[src/rtl/trilinear_cic_deposit_assert.svh]
// Assertion macros for the trilinear cloud-in-cell deposit block.
// Used by the top level; needs no package.
`ifndef TRILINEAR_CIC_DEPOSIT_ASSERT_SVH
`define TRILINEAR_CIC_DEPOSIT_ASSERT_SVH

// Check that a condition implies another in the same cycle.
`define TCD_ASSERT_SAME(label, clk, rst_n, ante, cons, msg) \
    label: assert property (@(posedge clk) disable iff (!(rst_n)) \
        (ante) |-> (cons)) else $error(msg);

// Check that a condition implies another in the next cycle.
`define TCD_ASSERT_NEXT(label, clk, rst_n, ante, cons, msg) \
    label: assert property (@(posedge clk) disable iff (!(rst_n)) \
        (ante) |=> (cons)) else $error(msg);

`endif

[src/rtl/tcd_pkg.sv]
// Shared types, constants and helper functions of the trilinear deposit block.
// No dependencies; every RTL module imports it.
package tcd_pkg;

    // Field widths
    localparam int NODE_W   = 10;
    localparam int GS_W     = NODE_W + 1;
    localparam int FRAC_BITS = 16;
    localparam int FACT_W   = FRAC_BITS + 1;
    localparam int CHARGE_W = 24;
    localparam int CORNER_W = 3;

    // Grid constants
    localparam logic [GS_W-1:0]   GRID_MAX   = 11'd1024;
    localparam logic [GS_W-1:0]   GRID_RESET = 11'd64;
    localparam logic [FACT_W-1:0] FRAC_ONE   = 17'h10000;

    // Remainder unit: two bits of the cell coordinate per cycle
    localparam int DIV_CYCLES = NODE_W / 2;
    localparam int DIV_CNT_W  = $clog2(DIV_CYCLES);
    localparam logic [DIV_CNT_W-1:0] DIV_LAST = DIV_CNT_W'(DIV_CYCLES - 1);

    localparam logic [CORNER_W-1:0] CORNER_FIRST = 3'd0;
    localparam logic [CORNER_W-1:0] CORNER_LAST  = 3'd7;

    localparam int Q_DEPTH_DEF = 4;

    typedef struct packed {
        logic [NODE_W-1:0]          cell_x;
        logic [NODE_W-1:0]          cell_y;
        logic [NODE_W-1:0]          cell_z;
        logic [FRAC_BITS-1:0]       frac_x;
        logic [FRAC_BITS-1:0]       frac_y;
        logic [FRAC_BITS-1:0]       frac_z;
        logic signed [CHARGE_W-1:0] charge;
        logic                       final_particle;
    } t_in_word;

    typedef struct packed {
        logic [NODE_W-1:0]          node_x;
        logic [NODE_W-1:0]          node_y;
        logic [NODE_W-1:0]          node_z;
        logic signed [CHARGE_W-1:0] share;
        logic [CORNER_W-1:0]        corner;
        logic                       last_corner;
        logic                       batch_end;
    } t_out_word;

    // One classified particle waiting for the corner sequencer
    typedef struct packed {
        logic [NODE_W-1:0]          base_x;
        logic [NODE_W-1:0]          base_y;
        logic [NODE_W-1:0]          base_z;
        logic [NODE_W-1:0]          inc_x;
        logic [NODE_W-1:0]          inc_y;
        logic [NODE_W-1:0]          inc_z;
        logic [FRAC_BITS-1:0]       frac_x;
        logic [FRAC_BITS-1:0]       frac_y;
        logic [FRAC_BITS-1:0]       frac_z;
        logic signed [CHARGE_W-1:0] charge;
        logic                       final_particle;
    } t_job;

    typedef enum logic [1:0] {
        FR_IDLE,
        FR_DIVIDE,
        FR_PUSH
    } t_front_state;

    // Map a zero or oversized grid size onto the largest grid
    function automatic logic [GS_W-1:0] eff_grid(input logic [GS_W-1:0] gs);
        if (gs == '0 || gs > GRID_MAX) begin
            return GRID_MAX;
        end
        return gs;
    endfunction

    // One restoring remainder step: shift in a bit, subtract if it fits
    function automatic logic [NODE_W-1:0] mod_step(input logic [NODE_W-1:0] r,
                                                    input logic b,
                                                    input logic [GS_W-1:0] gs);
        logic [GS_W-1:0] t;
        t = {r, b};
        if (t >= gs) begin
            t = t - gs;
        end
        return t[NODE_W-1:0];
    endfunction

    // Next node along an axis, wrapping to zero at the grid size
    function automatic logic [NODE_W-1:0] step_up(input logic [NODE_W-1:0] base,
                                                   input logic [GS_W-1:0] gs);
        logic [GS_W-1:0] t;
        t = {1'b0, base} + GS_W'(1);
        if (t == gs) begin
            t = '0;
        end
        return t[NODE_W-1:0];
    endfunction

    // Axis factor: fraction for the far node, complement for the near one
    function automatic logic [FACT_W-1:0] axis_factor(input logic [FRAC_BITS-1:0] f,
                                                       input logic bit_sel);
        if (bit_sel) begin
            return {1'b0, f};
        end
        return FRAC_ONE - {1'b0, f};
    endfunction

endpackage

[src/rtl/tcd_front.sv]
// Front end: accepts particle words, reduces cell coordinates modulo the grid size
// and pushes classified jobs into the queue. Depends on tcd_pkg.
module tcd_front (
    input  logic                          i_clk,
    input  logic                          i_rst_n,
    input  logic [tcd_pkg::GS_W-1:0]      i_grid_size,
    input  logic                          i_in_valid,
    input  tcd_pkg::t_in_word             i_in_data,
    output logic                          o_in_stall,
    output logic                          o_push,
    output tcd_pkg::t_job                 o_job,
    input  logic                          i_full
);
    import tcd_pkg::*;

    t_front_state           r_state, n_state;
    logic [DIV_CNT_W-1:0]   r_cnt;
    logic [NODE_W-1:0]      r_sh_x, r_sh_y, r_sh_z;
    logic [NODE_W-1:0]      r_rem_x, r_rem_y, r_rem_z;
    logic [GS_W-1:0]        r_gs;
    t_in_word               r_item;
    logic                   accept;
    logic [NODE_W-1:0]      mid_x, mid_y, mid_z;
    logic [NODE_W-1:0]      n_rem_x, n_rem_y, n_rem_z;

    // Two remainder steps per cycle on each axis
    always_comb begin
        mid_x   = mod_step(r_rem_x, r_sh_x[NODE_W-1], r_gs);
        mid_y   = mod_step(r_rem_y, r_sh_y[NODE_W-1], r_gs);
        mid_z   = mod_step(r_rem_z, r_sh_z[NODE_W-1], r_gs);
        n_rem_x = mod_step(mid_x, r_sh_x[NODE_W-2], r_gs);
        n_rem_y = mod_step(mid_y, r_sh_y[NODE_W-2], r_gs);
        n_rem_z = mod_step(mid_z, r_sh_z[NODE_W-2], r_gs);
    end

    // Next state and handshake
    always_comb begin
        n_state    = r_state;
        o_in_stall = 1'b1;
        o_push     = 1'b0;
        unique case (r_state)
            FR_IDLE: begin
                o_in_stall = 1'b0;
                if (i_in_valid) begin
                    n_state = FR_DIVIDE;
                end
            end
            FR_DIVIDE: begin
                if (r_cnt == DIV_LAST) begin
                    n_state = FR_PUSH;
                end
            end
            FR_PUSH: begin
                o_in_stall = i_full;
                o_push     = !i_full;
                if (!i_full) begin
                    n_state = i_in_valid ? FR_DIVIDE : FR_IDLE;
                end
            end
            default: begin
                n_state = FR_IDLE;
            end
        endcase
    end

    assign accept = i_in_valid && !o_in_stall;

    // Hold state and step counter
    always_ff @(posedge i_clk) begin
        if (!i_rst_n) begin
            r_state <= FR_IDLE;
            r_cnt   <= '0;
        end else begin
            r_state <= n_state;
            if (accept) begin
                r_cnt <= '0;
            end else if (r_state == FR_DIVIDE) begin
                r_cnt <= r_cnt + DIV_CNT_W'(1);
            end
        end
    end

    // Load a new word, then shift cell bits through the remainder unit
    always_ff @(posedge i_clk) begin
        if (accept) begin
            r_item  <= i_in_data;
            r_gs    <= eff_grid(i_grid_size);
            r_sh_x  <= i_in_data.cell_x;
            r_sh_y  <= i_in_data.cell_y;
            r_sh_z  <= i_in_data.cell_z;
            r_rem_x <= '0;
            r_rem_y <= '0;
            r_rem_z <= '0;
        end else if (r_state == FR_DIVIDE) begin
            r_rem_x <= n_rem_x;
            r_rem_y <= n_rem_y;
            r_rem_z <= n_rem_z;
            r_sh_x  <= {r_sh_x[NODE_W-3:0], 2'b00};
            r_sh_y  <= {r_sh_y[NODE_W-3:0], 2'b00};
            r_sh_z  <= {r_sh_z[NODE_W-3:0], 2'b00};
        end
    end

    // Assemble the job: base nodes and their wrapped neighbors
    always_comb begin
        o_job.base_x         = r_rem_x;
        o_job.base_y         = r_rem_y;
        o_job.base_z         = r_rem_z;
        o_job.inc_x          = step_up(r_rem_x, r_gs);
        o_job.inc_y          = step_up(r_rem_y, r_gs);
        o_job.inc_z          = step_up(r_rem_z, r_gs);
        o_job.frac_x         = r_item.frac_x;
        o_job.frac_y         = r_item.frac_y;
        o_job.frac_z         = r_item.frac_z;
        o_job.charge         = r_item.charge;
        o_job.final_particle = r_item.final_particle;
    end

endmodule

[src/rtl/tcd_queue.sv]
// Short job queue between the front end and the corner sequencer.
// Depends on tcd_pkg for the job type.
module tcd_queue #(
    parameter int DEPTH = tcd_pkg::Q_DEPTH_DEF
) (
    input  logic           i_clk,
    input  logic           i_rst_n,
    input  logic           i_push,
    input  tcd_pkg::t_job  i_job,
    output logic           o_full,
    output logic           o_valid,
    output tcd_pkg::t_job  o_job,
    input  logic           i_pop
);
    import tcd_pkg::*;

    localparam int PTR_W = (DEPTH > 1) ? $clog2(DEPTH) : 1;
    localparam int CNT_W = $clog2(DEPTH + 1);

    t_job               r_mem [DEPTH];
    logic [PTR_W-1:0]   r_wr_ptr, r_rd_ptr;
    logic [CNT_W-1:0]   r_cnt;
    logic               do_push, do_pop;

    assign o_full  = (r_cnt == CNT_W'(DEPTH));
    assign o_valid = (r_cnt != '0);
    assign o_job   = r_mem[r_rd_ptr];
    assign do_push = i_push && !o_full;
    assign do_pop  = i_pop && o_valid;

    // Store pushed jobs
    always_ff @(posedge i_clk) begin
        if (do_push) begin
            r_mem[r_wr_ptr] <= i_job;
        end
    end

    // Advance pointers and fill count
    always_ff @(posedge i_clk) begin
        if (!i_rst_n) begin
            r_wr_ptr <= '0;
            r_rd_ptr <= '0;
            r_cnt    <= '0;
        end else begin
            if (do_push) begin
                r_wr_ptr <= (r_wr_ptr == PTR_W'(DEPTH - 1)) ? '0 : r_wr_ptr + PTR_W'(1);
            end
            if (do_pop) begin
                r_rd_ptr <= (r_rd_ptr == PTR_W'(DEPTH - 1)) ? '0 : r_rd_ptr + PTR_W'(1);
            end
            if (do_push && !do_pop) begin
                r_cnt <= r_cnt + CNT_W'(1);
            end else if (do_pop && !do_push) begin
                r_cnt <= r_cnt - CNT_W'(1);
            end
        end
    end

endmodule

[src/rtl/tcd_back.sv]
// Back end: walks the eight corners of the head job and computes each share
// through a three-multiplier pipeline into the output register. Depends on tcd_pkg.
module tcd_back (
    input  logic                i_clk,
    input  logic                i_rst_n,
    input  logic                i_q_valid,
    input  tcd_pkg::t_job       i_job,
    output logic                o_pop,
    output logic                o_out_valid,
    output tcd_pkg::t_out_word  o_out_data,
    input  logic                i_out_stall
);
    import tcd_pkg::*;

    localparam int AB_W   = 2 * FACT_W;
    localparam int PROD_W = CHARGE_W + FACT_W;

    logic [CORNER_W-1:0]        r_k;
    logic                       en, issue;
    logic [FACT_W-1:0]          fa, fb, fc;
    t_out_word                  meta;

    logic                       r_s1_valid, r_s2_valid, r_s3_valid, r_out_valid;
    logic [AB_W-1:0]            r_s1_ab;
    logic [FACT_W-1:0]          r_s1_c;
    logic signed [CHARGE_W-1:0] r_s1_q, r_s2_q;
    t_out_word                  r_s1_meta, r_s2_meta, r_s3_meta, r_out_data;
    logic [AB_W-1:0]            r_s2_w3;
    logic signed [PROD_W-1:0]   r_s3_prod;
    logic [FACT_W-1:0]          w2, w3;
    t_out_word                  s3_word;

    // Advance the whole pipeline whenever the output register frees up
    assign en    = !r_out_valid || !i_out_stall;
    assign issue = en && i_q_valid;
    assign o_pop = issue && (r_k == CORNER_LAST);

    // Select factors and node coordinates for the current corner
    always_comb begin
        fa               = axis_factor(i_job.frac_x, r_k[2]);
        fb               = axis_factor(i_job.frac_y, r_k[1]);
        fc               = axis_factor(i_job.frac_z, r_k[0]);
        meta.node_x      = r_k[2] ? i_job.inc_x : i_job.base_x;
        meta.node_y      = r_k[1] ? i_job.inc_y : i_job.base_y;
        meta.node_z      = r_k[0] ? i_job.inc_z : i_job.base_z;
        meta.share       = '0;
        meta.corner      = r_k;
        meta.last_corner = (r_k == CORNER_LAST);
        meta.batch_end   = (r_k == CORNER_LAST) && i_job.final_particle;
        w2               = r_s1_ab[FRAC_BITS +: FACT_W];
        w3               = r_s2_w3[FRAC_BITS +: FACT_W];
        s3_word          = r_s3_meta;
        s3_word.share    = r_s3_prod[FRAC_BITS +: CHARGE_W];
    end

    // Hold corner counter and stage valids
    always_ff @(posedge i_clk) begin
        if (!i_rst_n) begin
            r_k         <= CORNER_FIRST;
            r_s1_valid  <= 1'b0;
            r_s2_valid  <= 1'b0;
            r_s3_valid  <= 1'b0;
            r_out_valid <= 1'b0;
        end else if (en) begin
            if (i_q_valid) begin
                r_k <= r_k + CORNER_W'(1);
            end
            r_s1_valid  <= i_q_valid;
            r_s2_valid  <= r_s1_valid;
            r_s3_valid  <= r_s2_valid;
            r_out_valid <= r_s3_valid;
        end
    end

    // Multiply: x by y factor, then by z factor, then by the charge
    always_ff @(posedge i_clk) begin
        if (en) begin
            r_s1_ab    <= AB_W'(fa) * AB_W'(fb);
            r_s1_c     <= fc;
            r_s1_q     <= i_job.charge;
            r_s1_meta  <= meta;

            r_s2_w3    <= AB_W'(w2) * AB_W'(r_s1_c);
            r_s2_q     <= r_s1_q;
            r_s2_meta  <= r_s1_meta;

            r_s3_prod  <= PROD_W'(r_s2_q) * PROD_W'(signed'({1'b0, w3}));
            r_s3_meta  <= r_s2_meta;

            r_out_data <= s3_word;
        end
    end

    assign o_out_valid = r_out_valid;
    assign o_out_data  = r_out_data;

endmodule

[src/rtl/trilinear_cic_deposit.sv]
// After acceptance a particle runs through the remainder unit, the job queue and the
// multiplier pipeline into the output register. Throughput: eight result words per
// particle at one per cycle while the output is not stalled, set by the corner sequencer.
// Reset: synchronous, active low; clears the queue and pipeline, grid size goes to 64.
// Top level: holds the grid size register and joins front end, queue and back end.
// Depends on tcd_pkg, tcd_front, tcd_queue, tcd_back and the assertion header.
`include "trilinear_cic_deposit_assert.svh"

module trilinear_cic_deposit #(
    parameter int QUEUE_DEPTH = tcd_pkg::Q_DEPTH_DEF
) (
    input  logic                        i_clk,
    input  logic                        i_rst_n,
    input  logic                        i_cfg_valid,
    input  logic [tcd_pkg::GS_W-1:0]    i_cfg_data,
    output logic                        o_cfg_ready,
    input  logic                        i_in_valid,
    input  tcd_pkg::t_in_word           i_in_data,
    output logic                        o_in_stall,
    output logic                        o_out_valid,
    output tcd_pkg::t_out_word          o_out_data,
    input  logic                        i_out_stall
);
    import tcd_pkg::*;

    logic [GS_W-1:0] r_grid_size;
    logic            w_push, w_full, w_q_valid, w_pop;
    t_job            w_push_job, w_head_job;

    // Take configuration words at any time
    assign o_cfg_ready = 1'b1;

    always_ff @(posedge i_clk) begin
        if (!i_rst_n) begin
            r_grid_size <= GRID_RESET;
        end else if (i_cfg_valid && o_cfg_ready) begin
            r_grid_size <= i_cfg_data;
        end
    end

    tcd_front u_front (
        .i_clk       (i_clk),
        .i_rst_n     (i_rst_n),
        .i_grid_size (r_grid_size),
        .i_in_valid  (i_in_valid),
        .i_in_data   (i_in_data),
        .o_in_stall  (o_in_stall),
        .o_push      (w_push),
        .o_job       (w_push_job),
        .i_full      (w_full)
    );

    tcd_queue #(
        .DEPTH (QUEUE_DEPTH)
    ) u_queue (
        .i_clk   (i_clk),
        .i_rst_n (i_rst_n),
        .i_push  (w_push),
        .i_job   (w_push_job),
        .o_full  (w_full),
        .o_valid (w_q_valid),
        .o_job   (w_head_job),
        .i_pop   (w_pop)
    );

    tcd_back u_back (
        .i_clk       (i_clk),
        .i_rst_n     (i_rst_n),
        .i_q_valid   (w_q_valid),
        .i_job       (w_head_job),
        .o_pop       (w_pop),
        .o_out_valid (o_out_valid),
        .o_out_data  (o_out_data),
        .i_out_stall (i_out_stall)
    );

    // Front end never pushes into a full queue
    `TCD_ASSERT_SAME(a_push_not_full, i_clk, i_rst_n, w_push, !w_full, "push into full queue")

    // Last-corner flag only on the eighth corner
    `TCD_ASSERT_SAME(a_last_corner, i_clk, i_rst_n, o_out_valid && o_out_data.last_corner,
        o_out_data.corner == CORNER_LAST, "last_corner on wrong corner")

    // Batch end only together with the last corner
    `TCD_ASSERT_SAME(a_batch_end, i_clk, i_rst_n, o_out_valid && o_out_data.batch_end,
        o_out_data.last_corner, "batch_end without last_corner")

    // Popping a job means the sequencer moves on to corner zero
    `TCD_ASSERT_NEXT(a_pop_wraps, i_clk, i_rst_n, w_pop,
        u_back.r_k == CORNER_FIRST, "corner counter not wrapped after pop")

endmodule
[config.mk]
export PLATFORM = sky130hd
export DESIGN_NAME = trilinear_cic_deposit
export DESIGN_NICKNAME = d
export VERILOG_FILES = /design/src/rtl/tcd_pkg.sv /design/src/rtl/tcd_front.sv /design/src/rtl/tcd_queue.sv /design/src/rtl/tcd_back.sv /design/src/rtl/trilinear_cic_deposit.sv
export VERILOG_INCLUDE_DIRS = /design/src /design/src/rtl
export SDC_FILE = /design/constraint.sdc
export NUM_CORES = 2
export LEC_CHECK = 0
export ABC_AREA = 1
export BUFFER_PORTS_ARGS = -buffer_cell sky130_fd_sc_hd__buf_4
export CORE_ASPECT_RATIO = 0.8
export CORE_UTILIZATION = 60
export CTS_BUF_LIST = sky130_fd_sc_hd__clkbuf_4 sky130_fd_sc_hd__clkbuf_8 sky130_fd_sc_hd__clkbuf_16
export DETAILED_ROUTE_END_ITERATION = 10
export HOLD_SLACK_MARGIN = 0.15
export PLACE_DENSITY = 0.77
export SETUP_SLACK_MARGIN = 0.05
export SLEW_MARGIN = 20
export SYNTH_ARGS = -nofsm -noshare
export SYNTH_HDL_FRONTEND = slang
export SYNTH_SLANG_ARGS = --single-unit
export TNS_END_PERCENT = 20
[constraint.sdc]
create_clock -name i_clk -period 10.76 [get_ports i_clk]
set_clock_uncertainty 0.15 [all_clocks]
set_input_delay 0 -clock i_clk [delete_from_list [all_inputs] [get_ports i_clk]]
set_output_delay 0 -clock i_clk [all_outputs]
set_load 0.005 [all_outputs]
## Yosys cells after proc, flatten, opt, wreduce, memory -nomap -nowiden

Memory sizes are Yosys's and may differ from the RTL's. A register that Yosys moved wholly into a read port is not among the register bits.
Cells that the tools add are included.

- Register bits: 509
- Memories kept: 1
- Output and inout bits: 62
- RAM bits: 532
- Word-level logic and storage cells: 167

Memory list:

| memory | words | bits a word | rd ports | clocked after memory_dff | wr ports | line | RTL |
|---|---|---|---|---|---|---|---|
| u_queue.r_mem | 4 | 133 | 1 | 1 | 1 | tcd_queue.sv:20 | `t_job r_mem [DEPTH];` |

- Mux-type cells: 46
- Add/sub/neg operators: 18
- Reduce and logical (&&, ||, !) cells: 24
- Equal/unequal tests: 13
- Multipliers: 3
- Bitwise operators: 1
- Order comparisons: 7

Operators by type and width:

| kind | number |
|---|---|
| $mux W10 | 18 |
| $mux W17 | 6 |
| $ge A11 B11 Y1 | 6 |
| $mul A17 B17 Y33 | 2 |
| $sub A10 B10 Y10 | 6 |
| $sub A17 B16 Y17 const A | 3 |
| $mul A24 B18 Y40 | 1 |
| $add A10 B1 Y11 const B | 3 |
| $eq A11 B11 Y1 | 3 |
| $mux W11 | 2 |
| $mux W2 | 7 |
| $gt A11 B11 Y1 const B | 1 |
| $logic_not A11 Y1 | 1 |
| $add A3 B1 Y3 const B | 3 |
| $eq A3 B3 Y1 const B | 3 |
| $mux W1 | 9 |
| $logic_and A1 B1 Y1 | 8 |
| $eq A2 B2 Y1 const B | 3 |
| $logic_not A1 Y1 | 6 |
| $mux W3 | 2 |
| $pmux W2 S3 | 1 |
| $add A2 B1 Y2 const B | 2 |
| $ne A2 B2 Y1 const B | 2 |
| $reduce_bool A2 Y1 | 2 |
| 11 further kinds | 12 |

## Logic depth before layout (Yosys ltp)

- Word-level depth: 8
- Depth in mapped cells: 40
- Gate-level depth less buffers: 38

## By module

Synthesis repeated with hierarchy kept, for this count alone.

- Cells, all modules: 8,155
- Area total of the unflattened synthesis: 76,064.2 um^2

By module, submodules not included:

| module | times used | cells each | area each (um^2) | sequential area each (um^2) |
|---|---|---|---|---|
| tcd_back | 1 | 5,333 | 45,113.3 | 8,758.4 |
| tcd_queue | 1 | 1,356 | 20,210.6 | 16,155.5 |
| tcd_front | 1 | 1,396 | 10,277.4 | 4,124.0 |
| trilinear_cic_deposit | 1 | 70 | 462.9 | 220.2 |

## Worst setup path before layout

OpenSTA, ideal clock, no wires.

- Path type: reg2reg
- Start point: register u_back.r_out_valid, in the netlist u_back.o_out_valid
- End point: register u_queue.r_cnt[1]
- Stages on the path, launching flop included: 10
- Data arrival time: 8,839 ps
- Slack: 1,651 ps
- Required time: 10,490 ps
- Setup time: 120 ps
- Period minus slack after synthesis: 9,109 ps
- Path buffers: 0
- Cells stage by stage: dfxtp_1 -> nand2_1 -> inv_1 -> a31oi_1 -> nand2_1 -> ha_1 -> inv_1 -> fa_1 -> o21ai_0 -> a21oi_1

- Cells in the longest elaborated chain, start to end: 8
- Elaborated cells on any way between the ends: 10

Ends and longest elaborated chain:

| item | line | RTL |
|---|---|---|
| start, declared | tcd_back.sv:23 | `logic r_s1_valid, r_s2_valid, r_s3_valid, r_out_valid;` |
| start signal, assigned | tcd_back.sv:71 | `r_out_valid <= r_s3_valid;` |
| $logic_not A1 Y1 * | tcd_back.sv:34 | `assign en = !r_out_valid \|\| !i_out_stall;` |
| $logic_or A1 B1 Y1 * | tcd_back.sv:34 |  |
| $logic_and A1 B1 Y1 * | tcd_back.sv:35 | `assign issue = en && i_q_valid;` |
| $logic_and A1 B1 Y1 * | tcd_back.sv:36 | `assign o_pop = issue && (r_k == CORNER_LAST);` |
| $logic_and A1 B1 Y1 * | tcd_queue.sv:29 | `assign do_pop = i_pop && o_valid;` |
| $logic_not A1 Y1 | tcd_queue.sv:51 | `if (do_push && !do_pop) begin` |
| $logic_and A1 B1 Y1 | tcd_queue.sv:51 |  |
| $mux W3 / $reduce_bool A2 Y1 (equally long branches) | - |  |
| end signal, assigned | tcd_queue.sv:52 | `r_cnt <= r_cnt + CNT_W'(1);` |
| end signal, assigned | tcd_queue.sv:54 | `r_cnt <= r_cnt - CNT_W'(1);` |
| end, declared | tcd_queue.sv:22 | `logic [CNT_W-1:0] r_cnt;` |

Mark *: on every way between the ends. The rest lies on a longest branch, timed or not.
A chain may end at the register's enable or synchronous reset.

==> flow_summary.ini <==
[timing]
slew_violations = 0
fin_crit_ns = 8.65
worst_pin_slew_ns = 1.14
finalSetupTns_ns = 0
hold_violations = 0
fin_crit_sh = 0.804
fmax_mhz = 116
slew_headroom = 0.241
final-setup-viol-count = 0
rsz0062_at_grt = false

[clocking]
cts_buffer_depth = 3
clock_sinks = 995
postCtsSetupRepairBufs = 0
clock-root-buffer = clkbuf_16
cts_tree = built
cts-resized-gates = 0
numCtsBuffers = 95
clk_pin_slew_ns = 0.07
htree_levels = 3
clock_latency_ns = 0.75

[floorplanning]
pin_count = 181
die_area_um2 = 126000
fp.dieH_um = 318
core_um2 = 123000
start_util = 0.607
die_w_um = 397
row_count = 115

[setup_path]
critPathKind = reg2reg
rrSetupSlack_ns = 2.11
cp_max_fo = 127
cp.required_ns = 11.05
regToRegEndpoint = u_back.r_s1_ab[27]
critPathArrivalTime_ns = 8.94
rr_worst_depth = 24
worstSetupEndpointType = flop
start_kind = flop

[hold_path]
hold_end = u_back.r_s2_meta[33]
hp-start = u_back.r_s1_meta[33]
worstHoldPathType = reg2reg
min_path_cells = 0

[yosys]
async_flop_share = 0
ys_types = 58
synth_nets = 9161
synth_seq_cells = 995
synthTopCellsByArea = edfxtp_1 (37%), fa_1 (22%), nand2_1 (8.9%), inv_1 (7.5%), ha_1 (6.3%)
syn_area_um2 = 75000
ys.flop_type = edfxtp_1
synth_area_leader_cell = edfxtp_1
ys_seq_area_frac = 0.390
synth_edf_count = 933
yosysWarningCount = 0
synth_top_area_share = 0.374
postSynthAreaPerCell_um2 = 9.58
syn-instance-count = 7826

[global_routing]
grt_pass1_vias = 57600
grt_usage = 0.320
grt_pass1_wl_um = 314000
gr-total-overflow = 0
grt_max_degree = 213
antenna_found_initial = 3

[routing]
dr.pass1.iters = 8
drtIter0Drc = 5460
vias = 55900
post-route-drc-count = 0
drt_wl_total_um = 200000
wire_per_inst_um = 20.3
viasPerCell = 5.67
drtAntennaViolNets = 0

[placement]
finalWeightedCongestion = 0.994
port_buffers = 179
post_dp_cell_area_um2 = 77500
dp_hpwl_um = 135000

[finish]
syn_to_final_growth_pct = 11.4
drive_above_1_share = 0.0606
design_area_um2 = 83500
nets = 9478

[run]
max_cap_violations = 0

[run_status]
status = finished clean
[layer usage]
metal	vias to the layer above	GRT usage	share of wire
met3	466	0.0667	0.11
met1	27300	0.453	0.41
met4	4	0.0902	0.027
li1	25100	-	-
met5	-	0	0.00011
met2	3071	0.504	0.45
[worst max-delay path, cell delays in order (launching register included)]
cell and delay, ns:
dfxtp_4 0.55, inv_8 0.57, buf_4 0.57, nand2_1 0.11
nand3_1 0.15, nand2_1 0.17, xnor2_2 0.56, clkinv_1 0.56
nand2_1 0.22, fa_1 0.48, fa_1 0.52, fa_1 0.51
inv_1 0.05, fa_1 0.49, fa_1 0.49, inv_1 0.05
fa_1 0.48, inv_1 0.04, ha_1 0.31, a21oi_1 0.20
a21boi_0 0.46, o21ai_0 0.22, a21oi_1 0.16, nand2_1 0.08
xor2_1 0.14
[worst max path at each step]
stage	start	end	slack, ns	cells past startpoint
final	flop	u_back.r_s1_ab[27]	2.11	24
after global routing	flop	u_back.r_s1_ab[26]	1.54	31
after global placement	flop	u_back.r_s1_ab[26]	2.40	31
after detailed placement	flop	u_back.r_s1_ab[27]	2.22	24
after CTS	flop	u_back.r_s1_ab[27]	2.16	24
after floorplan	u_back.o_out_valid	u_queue.r_cnt[1]	1.65	9
[cells in the mapped netlist, drive strengths merged, types with 12 or more instances]
cell type / instances
a21o: 29
a21oi: 203
a31oi: 62
buf: 73
clkbuf: 221
dfxtp: 62
edfxtp: 933
fa: 836
ha: 380
inv: 1534
nand2: 1808
nand3: 241
nand4: 36
nor2: 689
nor3: 43
nor4: 12
o21ai: 361
o21bai: 13
o22ai: 54
xnor2: 48
xor2: 104
[flip-flops by register name, summed over array words and instances (netlist names), 3 cells and up, named ones only]
signal	count
u_front.r_gs	11
u_back.r_s1_c	17
u_back.o_out_data	59
u_front.r_sh_x	10
u_back.r_s2_meta	35
u_queue.r_cnt	3
u_back.r_s3_prod	24
u_back.r_k	3
u_back.r_s1_ab	17
u_back.r_s2_q	24
u_back.r_s2_w3	17
u_front.r_rem_y	10
u_back.r_s1_meta	35
u_front.r_rem_x	10
u_back.r_s1_q	24
u_front.r_sh_y	10
u_queue.r_mem	532
u_front.r_rem_z	10
u_front.o_job	73
r_grid_size	11
u_back.r_s3_meta	35
u_front.r_sh_z	10
u_front.r_cnt	3
[through the flow]
stage	utilization	std cells	setup slack (ns)	hold WS (ns)
final	0.676	9858	2.11	0.251
after global routing	0.676	9858	1.54	0.250
after CTS	0.676	9856	2.16	0.225
after detailed placement	0.627	9394	2.22	0.0294
after global placement	0.627	9394	2.40	0.0286
after floorplan	-	7826	1.65	-0.0511
[area by class of cell]
cell class                      count  area, um^2
Multi-Input combinational cell   4995       38600
Fill cell                        9157       39900
Clock inverter                     60         611
Antenna cell                        1        2.50
Inverter                         1542        5810
Clock buffer                      113        2530
Timing Repair Buffer              514        4630
Sequential cell                   995       29300
Tap cell                         1638        2050
[cells by family (layout without fill, tap and decap cells)]
kind of cell | Yosys count | in the layout | synth area share
and+or+nand+nor | 2859 | 2859 | 0.153
AOI/OAI and AO/OA | 767 | 767 | 0.0564
DFF | 995 | 995 | 0.390
other | 1 | 2 | 0.0000500
xor gates and xnor gates | 152 | 152 | 0.0182
adders and majority gates | 1216 | 1216 | 0.287
buffers and inverters | 1836 | 2229 | 0.0953
[placed cells by master, fill, tap and decap left out, types with 45 or more instances in the layout]
cell type      netlist  final
nand2_1           1770   1769
inv_1             1506   1504
edfxtp_1           933    933
fa_1               836    836
nor2_1             677    673
ha_1               380    380
o21ai_0            352    352
dlygate4sd3_1        0    289
nand3_1            235    235
buf_4                7    221
a21oi_1            203    203
xor2_1             104    104
clkbuf_16            0     95
a31oi_1             62     62
dfxtp_1             62     60
o22ai_1             54     54
xnor2_1             45     45
[repair_timing]
item,CTS,global route
hold buffers,289,0
endpoints found under the hold margin,207,0
setup endpoints to repair,0,0
Power is not shown: default switching activity piles up to over one toggle a cycle in this logic, so the estimate is an artifact.
